==> config.mk <==
export PLATFORM = sky130hd
export DESIGN_NAME = chat_command_line_matcher
export DESIGN_NICKNAME = d
export VERILOG_FILES = /design/src/rtl/cclm_pkg.sv /design/src/rtl/cclm_step.sv /design/src/rtl/chat_command_line_matcher.sv
export SDC_FILE = /design/constraint.sdc
export NUM_CORES = 1
export LEC_CHECK = 0
export BUFFER_PORTS_ARGS = -buffer_cell sky130_fd_sc_hd__buf_2
export CAP_MARGIN = 20
export CORE_MARGIN = 2
export CORE_UTILIZATION = 50
export DETAILED_ROUTE_END_ITERATION = 10
export GPL_ROUTABILITY_DRIVEN = 0
export PLACE_DENSITY_LB_ADDON = 0.1
export SLEW_MARGIN = 20
export SYNTH_ARGS = -nofsm -noshare
export SYNTH_HDL_FRONTEND = slang
export SYNTH_SLANG_ARGS = --single-unit
export TNS_END_PERCENT = 50
==> constraint.sdc <==
create_clock -name clk -period 3.6 [get_ports clk]
set_input_delay 0.72 -clock clk [delete_from_list [all_inputs] [get_ports clk]]
set_output_delay 0.72 -clock clk [all_outputs]
set_load 0.02 [all_outputs]
==> src/rtl/cclm_pkg.sv <==
// Package with the shared types, character constants and text tables of the chat command matcher.
`timescale 1ns / 1ps

package cclm_pkg;

    typedef enum logic [2:0] {
        PH_SEARCH = 3'd0,
        PH_USER   = 3'd1,
        PH_SKIP   = 3'd2,
        PH_HASH   = 3'd3,
        PH_CMD    = 3'd4,
        PH_UNK    = 3'd5,
        PH_RST    = 3'd6,
        PH_BKP    = 3'd7
    } phase_t;

    typedef logic [1:0] code_t;

    localparam code_t CODE_UNKNOWN = 2'd0;
    localparam code_t CODE_RESTART = 2'd1;
    localparam code_t CODE_BACKUP  = 2'd2;

    localparam logic [7:0] CHAR_NEWLINE  = 8'h0A;
    localparam logic [7:0] CHAR_HASH     = 8'h23;
    localparam logic [7:0] CHAR_COLON    = 8'h3A;
    localparam logic [7:0] CHAR_LBRACKET = 8'h5B;

    localparam logic [2:0] MARKER_LEN  = 3'd6;
    localparam logic [3:0] RESTART_LEN = 4'd7;
    localparam logic [3:0] BACKUP_LEN  = 4'd6;
    localparam logic [3:0] CMD_POS_MAX = 4'd15;

    // Matcher state apart from the line length, whose width follows the line limit.
    typedef struct packed {
        phase_t     phase;
        logic [2:0] marker_matched;
        logic [3:0] command_position;
        logic       restart_ok;
        logic       backup_ok;
    } cclm_state_t;

    localparam cclm_state_t STATE_RESET = '{
        phase:            PH_SEARCH,
        marker_matched:   3'd0,
        command_position: 4'd0,
        restart_ok:       1'b1,
        backup_ok:        1'b1
    };

    function automatic logic [7:0] marker_char(input logic [2:0] idx);
        logic [7:0] c;
        case (idx)
            3'd0:    c = 8'h5B; // [
            3'd1:    c = 8'h43; // C
            3'd2:    c = 8'h48; // H
            3'd3:    c = 8'h41; // A
            3'd4:    c = 8'h54; // T
            3'd5:    c = 8'h5D; // ]
            default: c = 8'h00;
        endcase
        return c;
    endfunction

    function automatic logic [7:0] restart_char(input logic [3:0] idx);
        logic [7:0] c;
        case (idx)
            4'd0:    c = 8'h72; // r
            4'd1:    c = 8'h65; // e
            4'd2:    c = 8'h73; // s
            4'd3:    c = 8'h74; // t
            4'd4:    c = 8'h61; // a
            4'd5:    c = 8'h72; // r
            4'd6:    c = 8'h74; // t
            default: c = 8'h00;
        endcase
        return c;
    endfunction

    function automatic logic [7:0] backup_char(input logic [3:0] idx);
        logic [7:0] c;
        case (idx)
            4'd0:    c = 8'h62; // b
            4'd1:    c = 8'h61; // a
            4'd2:    c = 8'h63; // c
            4'd3:    c = 8'h6B; // k
            4'd4:    c = 8'h75; // u
            4'd5:    c = 8'h70; // p
            default: c = 8'h00;
        endcase
        return c;
    endfunction

endpackage

==> src/rtl/cclm_step.sv <==
// Next-state logic that advances the matcher state by one buffer byte.
`timescale 1ns / 1ps

module cclm_step
    import cclm_pkg::*;
#(
    parameter int MAX_LINE = 512,
    localparam int LEN_W = $clog2(MAX_LINE + 2)
)
(
    input  cclm_state_t      state,
    input  logic [LEN_W-1:0] line_len,
    input  logic [7:0]       data_byte,
    output cclm_state_t      state_next,
    output logic [LEN_W-1:0] line_len_next,
    output code_t            code
);

    localparam logic [LEN_W-1:0] LEN_LIMIT = LEN_W'(MAX_LINE);

    logic [LEN_W-1:0] len_inc;

    always_comb
    begin
        state_next    = state;
        line_len_next = line_len;
        len_inc       = line_len;

        if (state.phase == PH_SEARCH)
        begin
            if (state.marker_matched < MARKER_LEN &&
                data_byte == marker_char(state.marker_matched))
            begin
                if (state.marker_matched == MARKER_LEN - 3'd1)
                begin
                    state_next.phase          = PH_USER;
                    state_next.marker_matched = 3'd0;
                    line_len_next             = '0;
                end
                else
                begin
                    state_next.marker_matched = state.marker_matched + 3'd1;
                end
            end
            else
            begin
                state_next.marker_matched = (data_byte == CHAR_LBRACKET) ? 3'd1 : 3'd0;
            end
        end
        else if (state.phase inside {PH_USER, PH_SKIP, PH_HASH, PH_CMD})
        begin
            if (data_byte == CHAR_NEWLINE)
            begin
                // End of the chat line: decide the command once and for all.
                if (state.phase == PH_CMD && line_len != '0 && line_len <= LEN_LIMIT &&
                    state.command_position != 4'd0)
                begin
                    if (state.restart_ok && state.command_position == RESTART_LEN)
                        state_next.phase = PH_RST;
                    else if (state.backup_ok && state.command_position == BACKUP_LEN)
                        state_next.phase = PH_BKP;
                    else
                        state_next.phase = PH_UNK;
                end
                else
                begin
                    state_next.phase = PH_UNK;
                end
            end
            else
            begin
                if (line_len <= LEN_LIMIT)
                    len_inc = line_len + LEN_W'(1);
                line_len_next = len_inc;

                if (len_inc > LEN_LIMIT)
                begin
                    state_next.phase = PH_UNK;
                end
                else
                begin
                    case (state.phase)
                        PH_USER:
                        begin
                            if (data_byte == CHAR_COLON)
                                state_next.phase = PH_SKIP;
                        end
                        PH_SKIP:
                        begin
                            state_next.phase = PH_HASH;
                        end
                        PH_HASH:
                        begin
                            if (data_byte == CHAR_HASH)
                            begin
                                state_next.phase            = PH_CMD;
                                state_next.command_position = 4'd0;
                                state_next.restart_ok       = 1'b1;
                                state_next.backup_ok        = 1'b1;
                            end
                            else
                            begin
                                state_next.phase = PH_UNK;
                            end
                        end
                        default:
                        begin
                            if (state.command_position >= RESTART_LEN ||
                                restart_char(state.command_position) != data_byte)
                                state_next.restart_ok = 1'b0;
                            if (state.command_position >= BACKUP_LEN ||
                                backup_char(state.command_position) != data_byte)
                                state_next.backup_ok = 1'b0;
                            if (state.command_position < CMD_POS_MAX)
                                state_next.command_position = state.command_position + 4'd1;
                        end
                    endcase
                end
            end
        end

        case (state_next.phase)
            PH_RST:  code = CODE_RESTART;
            PH_BKP:  code = CODE_BACKUP;
            default: code = CODE_UNKNOWN;
        endcase
    end

endmodule

==> src/rtl/chat_command_line_matcher.sv <==
// Top level of the chat command matcher: input register, match state and result register.
`timescale 1ns / 1ps
// A result reaches command_valid once the accepted final byte of a buffer moves from the
// input register into the result register, or later while the previous result still waits.
// Throughput: one byte per cycle, set by the update of the match state from the input
// register; only a final byte stalls, behind a result that is still waiting.
// Reset (rst_n low, asynchronous) empties the input and result registers and returns the
// matcher to the marker search.

module chat_command_line_matcher
    import cclm_pkg::*;
#(
    parameter int MAX_LINE = 512
)
(
    input  logic       clk,
    input  logic       rst_n,

    input  logic       data_valid,
    output logic       data_stall,
    input  logic [7:0] data_byte,
    input  logic       last_byte,

    output logic       command_valid,
    input  logic       command_stall,
    output logic [1:0] command_code
);

    localparam int LEN_W = $clog2(MAX_LINE + 2);

    // The input register holds one request. It drains into the match state every cycle,
    // except a final byte, which also needs the result register free. Ordinary bytes
    // keep flowing while a finished result waits at the output.
    logic             s1_valid_reg;
    logic [7:0]       s1_byte_reg;
    logic             s1_last_reg;

    cclm_state_t      state_reg;
    logic [LEN_W-1:0] line_len_reg;

    logic             res_valid_reg;
    code_t            res_code_reg;

    cclm_state_t      step_state;
    logic [LEN_W-1:0] step_len;
    code_t            step_code;

    logic res_free;
    logic s1_move;
    logic s1_load;

    assign res_free   = !res_valid_reg || !command_stall;
    assign s1_move    = s1_valid_reg && (!s1_last_reg || res_free);
    assign data_stall = s1_valid_reg && !s1_move;
    assign s1_load    = data_valid && !data_stall;

    cclm_step #(
        .MAX_LINE(MAX_LINE)
    ) u_step (
        .state        (state_reg),
        .line_len     (line_len_reg),
        .data_byte    (s1_byte_reg),
        .state_next   (step_state),
        .line_len_next(step_len),
        .code         (step_code)
    );

    // Control state.
    always_ff @(posedge clk or negedge rst_n)
    begin
        if (!rst_n)
        begin
            s1_valid_reg  <= 1'b0;
            state_reg     <= STATE_RESET;
            line_len_reg  <= '0;
            res_valid_reg <= 1'b0;
        end
        else
        begin
            if (s1_load)
                s1_valid_reg <= 1'b1;
            else if (s1_move)
                s1_valid_reg <= 1'b0;

            if (s1_move)
            begin
                // The final byte of a buffer leaves the matcher ready for the next buffer.
                if (s1_last_reg)
                begin
                    state_reg    <= STATE_RESET;
                    line_len_reg <= '0;
                end
                else
                begin
                    state_reg    <= step_state;
                    line_len_reg <= step_len;
                end
            end

            if (s1_move && s1_last_reg)
                res_valid_reg <= 1'b1;
            else if (!command_stall)
                res_valid_reg <= 1'b0;
        end
    end

    // Payload registers.
    always_ff @(posedge clk)
    begin
        if (s1_load)
        begin
            s1_byte_reg <= data_byte;
            s1_last_reg <= last_byte;
        end
        if (s1_move && s1_last_reg)
            res_code_reg <= step_code;
    end

    assign command_valid = res_valid_reg;
    assign command_code  = res_code_reg;

    // The input register only holds back a final byte while a result is still waiting.
    a_stall_cause: assert property (@(posedge clk) disable iff (!rst_n)
        data_stall |-> (s1_last_reg && res_valid_reg && command_stall))
        else $error("input stalled without a waiting result");

    // A buffer's final byte returns the matcher to the marker search.
    a_end_reset: assert property (@(posedge clk) disable iff (!rst_n)
        (s1_move && s1_last_reg) |=> (state_reg.phase == PH_SEARCH && line_len_reg == '0))
        else $error("matcher not reset after final byte");

    // No line is counted while searching for the marker.
    a_search_len: assert property (@(posedge clk) disable iff (!rst_n)
        (state_reg.phase == PH_SEARCH) |-> (line_len_reg == '0 &&
                                            state_reg.marker_matched < MARKER_LEN))
        else $error("line length or marker count out of range during search");

    // Only the three defined command codes are ever offered.
    a_code_range: assert property (@(posedge clk) disable iff (!rst_n)
        command_valid |-> (command_code == CODE_UNKNOWN || command_code == CODE_RESTART ||
                           command_code == CODE_BACKUP))
        else $error("undefined command code");

endmodule

# ---- After elaboration in Yosys (flattened, before gate mapping)
# Index checks and enable logic that the tools add are counted.
dict set report word_totals {
  out_inout_bits 4
  word_cells 150
  inputBits 13
  ff_bits 35
}
dict set report classes {
  add_sub_neg 3
  n_eq_ne 34
  muxes 55
  reduce_logical 41
  order_cmp 6
}
# op count
set ops {}
lappend ops {{$mux 10} 10}
lappend ops {{$mux 8} 11}
lappend ops {{$pmux 7 s6} 2}
lappend ops {{$mux 3} 12}
lappend ops {{$pmux 7 s5} 1}
lappend ops {{$mux 6} 5}
lappend ops {{$reduce_and 8->1} 3}
lappend ops {{$eq 4x3->1 const B} 4}
lappend ops {{$eq 8x6->1 const B} 2}
lappend ops {{$ne 8x8->1} 2}
lappend ops {{$eq 3x3->1 const B} 5}
lappend ops {{$eq 3x2->1 const B} 4}
lappend ops {{$mux 12} 1}
lappend ops {{$pmux 6 s2} 1}
lappend ops {{$reduce_bool 3->1} 4}
lappend ops {{$add 10x1->10 const B} 1}
lappend ops {{$gt 10x10->1 const B} 1}
lappend ops {{$le 10x10->1 const B} 1}
lappend ops {{$logic_and 1x1->1} 10}
lappend ops {{$reduce_bool 10->1} 1}
lappend ops {{$ne 3x3->1 const B} 3}
lappend ops {{$pmux 3 s3} 1}
lappend ops {{$eq 4x2->1 const B} 2}
lappend ops {{$eq 8x4->1 const B} 1}
lappend ops {{26 further kinds} 51}

# ---- Longest topological paths before layout
# Gate-level depths: netlist of run 1.
dict set report depth {
  word_depth 19
  depth_mapped 10
}

# ---- Hierarchy
# From an unflattened synthesis of run 1, not the netlist that was laid out.
dict set report unflattened {
  hier_cells 398
  area_unflattened_um2 3221.8
}
# module area_per_inst_um2 instances seq_area_each_um2 cells_each
set modules_own_cells {}
lappend modules_own_cells {chat_command_line_matcher 1677.9 1 933.4 147}
lappend modules_own_cells {cclm_step 1544.0 1 0.0 251}

# ---- Worst setup path after synthesis of run 1
# OpenSTA, ideal clock, no wires.
dict set report synth_path {
  path_type {reg2reg}
  startpoint {register state_reg[7] in the netlist's numbering}
  endpoint {register line_len_reg[2]}
  path_stages_with_launch 11
  arrival_ps 2463
  slack_ps 1012
  setup_ps 125
  n_path_buf 2
  cell_sequence {dfrtp_1 > buf_2 > and2_1 > ha_1 > nor4b_1 > o21bai_1 > a222oi_1 > nor4_1 > o31a_1 > buf_2 > mux2_2}
}
dict set report synth_via {
  elab_chain_len 7
}
# element line_no
set synth_rtl {}
lappend synth_rtl {{start, declared} chat_command_line_matcher.sv:38} ;# cclm_state_t state_reg;
lappend synth_rtl {{start signal, assigned} chat_command_line_matcher.sv:95} ;# state_reg <= step_state;
lappend synth_rtl {{$eq 3x3->1 (tied with other cells)} {cclm_pkg.sv:52, cclm_step.sv:34}}
lappend synth_rtl {{$pmux 7 s6} cclm_pkg.sv:52} ;# case (idx)
lappend synth_rtl {{$mux 8} cclm_step.sv:29} ;# if (state.phase == PH_SEARCH)
lappend synth_rtl {{$eq 8x8->1} cclm_step.sv:32} ;# data_byte == marker_char(state.marker_matched))
lappend synth_rtl {{$logic_and 1x1->1} cclm_step.sv:31} ;# if (state.marker_matched < MARKER_LEN &&
lappend synth_rtl {{$ne 3x3->1 (no source line)} n/a}
lappend synth_rtl {{$reduce_and 5->1 (no source line) *} n/a}
lappend synth_rtl {{end signal, assigned} chat_command_line_matcher.sv:96} ;# line_len_reg <= step_len;
lappend synth_rtl {{end, declared} chat_command_line_matcher.sv:39} ;# logic [LEN_W-1:0] line_len_reg;
# Every way passes the cells marked *; elsewhere a longest branch is shown, timed or not. The select of a mux whose other input is x is not followed.
# A chain may end at the register's enable or synchronous reset.

# ---- Worst setup path after layout of run 1
dict set report layout_path {
  startpoint {register state_reg[8] in the netlist's numbering}
  endpoint {register line_len_reg[9]}
}
# The elaborated chain is that of the path after synthesis.

==> impl_metrics.py, run 1 <==
metrics = {
    "setup_path": {
        "r2r_start": "state_reg[8]",
        "r2r_end": "line_len_reg[9]",
        "path_max_fanout": 13,
        "crit_start": "state_reg[8]",
        "cp.arrival_ns": 3.21,
        "cp-start-kind": "flip-flop",
        "critical_path_class": "reg -> reg",
        "end_kind": "flip-flop",
        "worstPathRequired_ns": 3.78,
        "r2r_setup_slack_ns": 0.56,
        "r2r_cells": 8,
        "crit_path_end": "line_len_reg[9]",
    },
    "job": {
        "maxCapViolations": 0,
    },
    "place": {
        "dpl_cell_area_sq_mm": 0.00297,
        "dpl.hpwl_um": 5010,
        "pre_cts_slack_ns": 0.637,
        "portBuffers": 16,
    },
    "clocking": {
        "ctsHtreeMaxLevel": 2,
        "clock_path_buffers": 2,
        "clock-root-buffer": "clkbuf_8",
        "tritoncts": "yes",
        "cts_resized": 0,
        "clk_pin_slew_ns": 0.07,
        "cts_hold_buffers": 0,
        "cts_buffers": 5,
        "cts_setup_buffers": 0,
        "clk_latency_ns": 0.29,
        "cts.sinks": 35,
    },
    "drt": {
        "wl_per_cell_um": 16.4,
        "firstDrtPassIters": 6,
        "via_per_inst": 6.26,
        "wirelength_um": 6770,
        "drc": 0,
        "vias": 2586,
        "drt_iter0_drc": 164,
        "detail-route-antenna-nets": 0,
    },
    "logic_synthesis": {
        "synth_warnings": 0,
        "synth_xor_area_share_pct": 3.00,
        "yosys.area.top_type_share_pct": 18.9,
        "synthMuxAreaShare_pct": 3.13,
        "syn_area_per_cell_sq_um": 8.51,
        "syn-num-nets": 363,
        "synth_edf_count": 11,
        "synth-seq-cells": 35,
        "yosys.area.top_type": "dfrtp_1",
        "synth-compound-area-share_pct": 22.6,
        "synthFlopType": "dfrtp_1",
        "synth_cells": 343,
        "yosys.area_share.simple_pct": 29.5,
        "yosys-top-cells-area": "dfrtp_1 19%, edfxtp_1 11%, nand2_1 3.7%",
        "synth_top_family_by_area": "simple AND/OR/NAND/NOR gates",
        "synth_cell_type_count": 75,
        "synth_fa_ha_area_share_pct": 3.39,
        "synthArstFlopShare_pct": 68.6,
        "synth_area_sq_mm": 0.00292,
        "yosysSeqAreaShare_pct": 32.0,
    },
    "global_routing": {
        "grt_first_pass_wirelength_um": 11300,
        "antenna_found_initial": 0,
        "grt.total_usage_pct": 22.4,
        "grt_pass1_vias": 2279,
        "grt_max_degree": 25,
        "overflow": 0,
    },
    "final_layout": {
        "final_util_pct": 54.8,
        "final_nets": 360,
        "final_area_sq_mm": 0.00305,
        "synthToLayoutAreaGrowth_pct": 4.67,
        "drive_gt1_share_pct": 16.1,
        "largest_reg_flops": 12,
        "nFillCells": 544,
        "n_antenna_cell": 0,
    },
    "power": {
        "peakVddDrop_mv": 0.244,
        "power.density_mw_per_mm2": 319,
        "p_leak_uw": 0.00122,
        "power_uw": 974,
    },
    "floorplan": {
        "ios": 17,
        "die_area_sq_mm": 0.00646,
        "coreArea_sq_mm": 0.00557,
        "row_count": 27,
        "die_w_um": 80.4,
        "start_util_pct": 52.3,
        "die_h_um": 80.4,
    },
    "sta": {
        "fmax_mhz": 329,
        "finalMaxSlewViolations": 0,
        "clock_skew_ns": 0.00619,
        "hold_viol": 0,
        "rsz0062_at_grt": "false",
        "finalCritPeriodShare_pct": 84.3,
        "worst-slew-pin-transition_ns": 0.707,
        "fin_setup_tns_ns": 0,
        "setup_viol": 0,
        "fin_crit_ns": 3.04,
        "slew_headroom_pct": 52.7,
        "worst_slack_ns": 0.565,
    },
    "status": {
        "status": "finished, final reports clean",
    },
    "worst_hold_path": {
        "hold_class": "in -> async",
    },
}
[layout by cell type, fill, tap and decap left out, drive strengths merged, types with 6 or more instances in the layout]
cell type	instances
a211oi	7
a21oi	12
a31oi	14
and2	6
buf	18
clkbuf	7
dfrtp	22
edfxtp	11
ha	7
inv	15
mux2	6
nand2	29
nand3	13
nor2	22
nor2b	10
nor3	18
nor4	6
nor4b	7
o21ai	16
or2	7
xor2	6
[routing by layer]
metal,track usage [%],vias up,part of all wire [%]
met5,0,-,0
met4,6.27,0,1.3
met3,3.37,10,4.0
met2,34.7,59,46
met1,32.3,1246,48
li1,-,1271,-
[how the worst min path moves through the flow]
stage	from	to
floorplan	rst_n	command_valid
global placement	command_valid	command_valid
detailed placement	command_valid	command_valid
CTS	rst_n	line_len_reg[5]
global route	rst_n	line_len_reg[5]
finish	rst_n	line_len_reg[5]
[cells in the mapped netlist, drive strengths merged, types with 2 or more instances]
cell,number
nor4,6
nand3b,4
xnor2,4
nor2b,10
or3,4
dfstp,2
nand2,29
mux2,6
o211ai,3
or2,7
nand2b,2
o221ai,2
a21o,4
a22o,3
a211oi,7
clkbuf,16
a21boi,2
a31o,2
nor3b,2
buf,12
nor4b,7
nand3,13
o22ai,3
o31ai,3
o41ai,2
inv,15
nor3,18
and3,3
a2bb2oi,2
nand4b,4
and2,6
mux2i,2
ha,7
xor2,6
nor2,22
o31a,2
a31oi,14
o21ai,16
dfrtp,22
edfxtp,11
and4b,3
nand4,5
o21bai,2
a21oi,12
[area by class of cell]
class	instances	area (sq um)	share of cell area [%]
multi-input combinational	265	1800	58.9
tap	72	90.1	2.95
clock inverter	1	5.00	0.164
sequential	35	933	30.6
inverter	15	56.3	1.84
clock buffer	7	76.3	2.50
timing repair buffer	18	95.1	3.11
[critical path, cell delays in order (launching register included)]
cell	delay, ns
dfrtp_1	0.59
inv_1	0.11
ha_1	0.24
nor4b_1	0.39
o21bai_1	0.17
a222oi_1	0.09
nor4_1	0.49
o31a_1	0.46
mux2_2	0.38
[cell families (layout without fill, tap and decap cells)]
group | after synthesis | count (layout)
xor gates and xnor gates | 10 | 10
AOI/OAI and AO/OA | 91 | 91
buffers and inverters | 43 | 41
adders and majority gates | 8 | 8
DFF | 35 | 35
muxes | 8 | 8
and+or+nand+nor | 148 | 148
[stage by stage]
stage | cells | hold slack [ns]
after floorplan | 343 | 0.424
after global placement | 405 | 0.497
after detailed placement | 405 | 0.506
after CTS | 413 | 0.430
after global routing | 413 | 0.456
final | 413 | 0.409
[where the power goes]
part	total (uW)	switching, uW	internal (uW)
Clock	273	137	136
Combinational	234	136	98.4
Sequential	467	30.7	437
Total	974	303	671
No activity file was read; power rests on OpenSTA's default activity.
==> run 2: changes to the inputs <==
==> constraint.sdc (replaced) <==
create_clock -name clk -period 2.8 [get_ports clk]
set_input_delay 0.56 -clock clk [delete_from_list [all_inputs] [get_ports clk]]
set_output_delay 0.56 -clock clk [all_outputs]
set_load 0.02 [all_outputs]
==> impl_metrics.py, run 2 (synthesis gave the netlist of run 1 again) <==
metrics = {
    "setup_path": {
        "cp.arrival_ns": 2.75,
        "path_max_fanout": 8,
        "cp-start-kind": "flip-flop",
        "cp_top_family": "simple AND/OR/NAND/NOR gates",
        "critical_path_class": "reg -> reg",
        "critPathBufInv": 0,
        "r2r_setup_slack_ns": 0.10,
        "end_kind": "flip-flop",
        "critPathMaxStageDelay_ns": 0.47,
        "worstPathRequired_ns": 2.85,
        "cp_slowest_cell": "dfrtp_1",
        "path_cells": "ha_1, and4b_4, or4_4, a211oi_2, a2bb2oi_2, nand3_2, maj3_2, o211a_1",
    },
    "power": {
        "internal_power_uw": 868,
        "power.share.clock_pct": 28.8,
        "power.density_mw_per_mm2": 406,
        "combPwrFrac_pct": 24.0,
        "p_leak_uw": 0.00128,
        "pwr-share-seq_pct": 47.2,
        "switching_power_uw": 406,
        "switching_share_pct": 31.9,
        "peakVddDrop_mv": 0.310,
    },
    "sta": {
        "worst-slew-pin-transition_ns": 0.587,
        "fmax_mhz": 371,
        "clock_skew_ns": 0.00752,
        "rsz0062_at_grt": "false",
        "slew_headroom_pct": 60.7,
        "fin_setup_tns_ns": 0,
        "setup_viol": 0,
        "hold_viol": 0,
        "fin_crit_ns": 2.70,
        "finalCritPeriodShare_pct": 96.4,
        "finalMaxSlewViolations": 0,
    },
    "floorplan": {
        "coreArea_sq_mm": 0.00557,
        "die_h_um": 80.4,
        "ios": 17,
        "die_w_um": 80.4,
        "row_count": 27,
        "die_area_sq_mm": 0.00646,
        "start_util_pct": 52.3,
    },
    "place": {
        "dpl.hpwl_um": 4950,
        "dpl.cell_count": 415,
        "portBuffers": 16,
    },
    "job": {
        "maxCapViolations": 0,
    },
    "clocking": {
        "clk_pin_slew_ns": 0.08,
        "cts_setup_buffers": 0,
        "ctsHtreeMaxLevel": 2,
        "clock-root-buffer": "clkbuf_8",
        "cts.sinks": 35,
        "cts_resized": 0,
        "tritoncts": "yes",
        "cts_buffers": 5,
        "cts_hold_buffers": 0,
        "clock_path_buffers": 2,
        "clk_latency_ns": 0.29,
    },
    "final_layout": {
        "drive_gt1_share_pct": 19.4,
        "final_nets": 370,
        "final_util_pct": 56.4,
        "layout_commonest_cell": "nand2_1",
        "n_antenna_cell": 0,
        "largest_reg_flops": 12,
        "synthToLayoutAreaGrowth_pct": 7.68,
        "mostFrequentLayoutCells": "29 x nand2_1, 22 x nor2_1, 22 x dfrtp_1, 18 x nor3_1",
        "final_cells": 423,
    },
    "drt": {
        "drc": 0,
        "via_per_inst": 6.09,
        "wirelength_um": 6720,
        "wl_per_cell_um": 15.9,
        "vias": 2575,
        "firstDrtPassIters": 4,
        "drt_iter0_drc": 148,
        "detail-route-antenna-nets": 0,
    },
    "status": {
        "status": "finished, final reports clean",
    },
    "global_routing": {
        "grt_first_pass_wirelength_um": 11600,
        "grt_pass1_vias": 2323,
        "grt_max_degree": 25,
        "antenna_found_initial": 0,
        "overflow": 0,
        "grt.total_usage_pct": 22.4,
    },
    "worst_hold_path": {
        "hold_class": "in -> async",
    },
}
[run 2: per-layer routing]
layer / track usage (%) / up-vias / wire, um
li1: - / 1289 / -
met1: 33.0 / 1221 / 3340
met2: 34.6 / 58 / 3040
met3: 3.37 / 7 / 284
met4: 4.92 / 0 / 53
met5: 0 / - / 0
[run 2: layout make-up]
cell class / count / area [sq um]
Multi-Input combinational cell: 265 / 1800
Tap cell: 72 / 90.1
Clock inverter: 3 / 18.8
Inverter: 15 / 56.3
Timing Repair Buffer: 28 / 170
Clock buffer: 5 / 68.8
Sequential cell: 35 / 933
Fill cell: 538 / 2430
[run 2: final timing paths]
kind	from	endpoint	depth (start not counted)
hold reg to reg	command_valid	command_valid	2
hold / removal	rst_n	line_len_reg[5]	1
max in group asynchronous	rst_n	state_reg[0]	1
min in group clk	data_byte[0]	s1_byte_reg[0]	1
setup / recovery	line_len_reg[0]	command_code[0]	8
setup reg to reg	line_len_reg[0]	command_code[0]	8
[run 2: worst register-to-register path: cells and delay by family, from the launching register on]
family	cells	cell delay (ns)
DFF	1	0.47
adders and majority gates	2	0.58
AOI/OAI and AO/OA	3	0.67
and+or+nand+nor	3	0.73
[run 2: power groups by stage]
stage | Clock (uW) | Combinational [uW] | Sequential (uW)
global placement | 0 | 302 | 609
global route | 403 | 343 | 607
detailed placement | 0 | 303 | 610
CTS | 376 | 305 | 600
finish | 367 | 305 | 601
floorplan | 0 | 240 | 592
[run 2: per-stage QoR]
step                total power (uW)  setup WS, ns  hold slack (ns)  area, sq um
finish                          1270         0.102            0.242         3140
global route                    1350       0.00723            0.296         3140
CTS                             1280         0.102            0.265         3140
detailed placement               913         0.117            0.510         3050
global placement                 911         0.178            0.494         3050
floorplan                        832         0.212            0.264         2920
==> run 3: changes to the inputs <==
--- a/config.mk
+++ b/config.mk
@@ -5,6 +5,7 @@
 export SDC_FILE = /design/constraint.sdc
 export NUM_CORES = 1
 export LEC_CHECK = 0
+export ABC_AREA = 1
 export BUFFER_PORTS_ARGS = -buffer_cell sky130_fd_sc_hd__buf_2
 export CAP_MARGIN = 20
 export CORE_MARGIN = 2
==> impl_metrics.py, run 3 <==
metrics = {
    "clocking": {
        "ctsHtreeMaxLevel": 2,
        "cts_buffers": 5,
        "clock_path_buffers": 2,
        "clock-root-buffer": "clkbuf_8",
        "cts_hold_buffers": 0,
        "clk_latency_ns": 0.30,
        "clk_pin_slew_ns": 0.08,
        "cts.sinks": 35,
        "tritoncts": "yes",
        "cts_setup_buffers": 0,
        "cts_resized": 0,
    },
    "final_layout": {
        "final_util_pct": 55.0,
        "drive_gt1_share_pct": 12.9,
        "layout_commonest_cell": "nand2_1",
        "nFillCells": 552,
        "largest_reg_flops": 12,
        "synthToLayoutAreaGrowth_pct": 7.32,
        "mostFrequentLayoutCells": "148 x nand2_1, 48 x nand3_1, 45 x inv_1, 40 x nor2_1, 22 x dfrtp_1",
        "final_nets": 461,
        "final_area_sq_mm": 0.00301,
        "n_antenna_cell": 0,
    },
    "setup_path": {
        "cp-start-kind": "flip-flop",
        "r2r_cells": 16,
        "cpMostUsedCell": "nand2_1",
        "worstPathRequired_ns": 2.86,
        "r2r_start": "line_len_reg[0]",
        "cp.arrival_ns": 2.47,
        "path_max_fanout": 11,
        "critPathMaxStageDelay_ns": 0.43,
        "cp_slowest_cell": "dfrtp_1",
        "critical_path_class": "reg -> reg",
        "end_kind": "flip-flop",
        "path_cells": "inv_1, ha_1, nand2_1, nor2_2, nand2_2, nand2_2, nand2_1, nand2_1, nor2_1, nand3_2, o21bai_4, nand2_1, nand2_1, nand2_1, inv_1, nor2_1",
        "crit_start": "line_len_reg[0]",
    },
    "sta": {
        "rsz0062_at_grt": "false",
        "fmax_mhz": 415,
        "hold_viol": 0,
        "finalMaxSlewViolations": 0,
        "worst-slew-pin-transition_ns": 0.761,
        "clock_skew_ns": 0.0105,
        "finalCritPeriodShare_pct": 86.1,
        "setup_viol": 0,
        "slew_headroom_pct": 49.1,
        "fin_crit_ns": 2.41,
        "fin_setup_tns_ns": 0,
    },
    "floorplan": {
        "die_h_um": 78.9,
        "coreArea_sq_mm": 0.00547,
        "ios": 17,
        "die_area_sq_mm": 0.00623,
        "die_w_um": 78.9,
        "start_util_pct": 51.3,
        "row_count": 27,
    },
    "drt": {
        "dr_wl_met2_um": 3010,
        "vias": 2691,
        "top_layer": "met4",
        "via_per_inst": 5.24,
        "wl_per_cell_um": 12.4,
        "detail-route-antenna-nets": 0,
        "firstDrtPassIters": 5,
        "dr_wl_met3_um": 303,
        "drc": 0,
        "drt_iter0_drc": 210,
        "met1_length_um": 2990,
        "wirelength_um": 6390,
    },
    "logic_synthesis": {
        "synth_most_common_cell": "nand2_1",
        "synth_warnings": 0,
        "yosys.area.top_type_share_pct": 19.8,
        "synthArstFlopShare_pct": 68.6,
        "synth_cells": 425,
        "syn-num-nets": 445,
        "synth_edf_count": 11,
        "yosys-top-cells-area": "nand2_1 20%, dfrtp_1 20%, edfxtp_1 12%",
        "synth_area_sq_mm": 0.00281,
        "syn_area_per_cell_sq_um": 6.60,
        "synthFlopType": "dfrtp_1",
        "synth_cell_type_count": 38,
        "synthTopCellsByCount": "148 x nand2_1, 48 x nand3_1, 45 x inv_1, 40 x nor2_1, 22 x dfrtp_1",
        "yosysSeqAreaShare_pct": 33.3,
        "synth-seq-cells": 35,
        "yosys.area.top_type": "nand2_1",
    },
    "worst_hold_path": {
        "hold_class": "in -> async",
    },
    "place": {
        "portBuffers": 16,
        "dpl_cell_area_sq_mm": 0.00293,
        "dpl.hpwl_um": 4860,
    },
    "global_routing": {
        "grt.total_usage_pct": 22.1,
        "grt_max_degree": 25,
        "overflow": 0,
        "grt_first_pass_wirelength_um": 11000,
        "antenna_found_initial": 0,
        "grt_pass1_vias": 2470,
    },
    "power": {
        "power.density_mw_per_mm2": 685,
        "power_uw": 2060,
        "p_leak_uw": 0.00154,
        "peakVddDrop_mv": 0.341,
    },
    "job": {
        "maxCapViolations": 0,
    },
    "status": {
        "status": "finished, final reports clean",
    },
}
-- run 3: changes by cell type in the layout (fill, tap and decap cells not counted), sizes merged, moves of 6 or more --
cell and change:
nor4b -7, nor2 +21, a31oi -14, and2 -6, o21ai +6, nand2 +125
a211oi -7, buf -11, nor2b -10, mux2 -6, inv +41, nand3 +39
nor3 -9, or2 -7
-- run 3: critical path: cells and delay by family (launching register included) --
family,cells,cell delay [ns]
compound gates,1,0.17
buf+inv,2,0.14
flops,1,0.43
fa+ha+maj,1,0.21
simple gates,12,1.22
-- run 3: layout make-up --
cell class | instances | area [sq um] | area share [%]
clock inverters | 2 | 12.5 | 0.416
flip-flops and latches | 35 | 933 | 31.0
clock buffers | 6 | 72.6 | 2.41
repair buffers | 17 | 87.6 | 2.91
well taps | 72 | 90.1 | 2.99
multi-input cells | 324 | 1600 | 53.0
inverters | 58 | 218 | 7.23
-- run 3: final timing paths --
check                                       end  slack, ns
worst max-delay path            command_code[1]       0.39
worst min-delay path            line_len_reg[3]       0.24
worst max register to register  command_code[1]       0.39
worst min register to register     state_reg[1]       0.47
max in group asynchronous          state_reg[1]       2.17
min in group clk                 s1_byte_reg[4]       0.44
-- run 3: metrics by stage --
| stage | worst slack [ns] | instances | hold slack (ns) |
|---|---|---|---|
| 2_1_floorplan | 0.839 | 425 | 0.264 |
| 3_3_place_gp | 0.417 | 506 | 0.456 |
| 3_5_place_dp | 0.400 | 506 | 0.464 |
| 4_1_cts | 0.386 | 514 | 0.273 |
| 5_1_grt | 0.122 | 514 | 0.297 |
| 6_report | 0.389 | 514 | 0.242 |
-- run 3: layer usage --
layer	up-vias	GRT usage [%]
li1	1401	-
met2	73	37.1
met5	-	0
met4	0	7.24
met3	11	3.30
met1	1206	29.4
-- run 3: power by group --
group | internal (uW) | switching (uW) | leakage, uW
combinational | 312 | 679 | 0.00107
sequential | 612 | 90.1 | 0.000427
clock | 174 | 195 | 0.0000412
-- run 3: cells by family (layout without fill, tap and decap cells) --
| kind of cell | count (synthesis) | in the layout | synth area share [%] |
|---|---|---|---|
| xor gates and xnor gates | 8 | 8 | 2.50 |
| DFF | 35 | 35 | 33.3 |
| and+or+nand+nor | 272 | 272 | 43.2 |
| adders and majority gates | 7 | 7 | 3.12 |
| buffers and inverters | 66 | 83 | 9.81 |
| AOI/OAI and AO/OA | 37 | 37 | 8.12 |
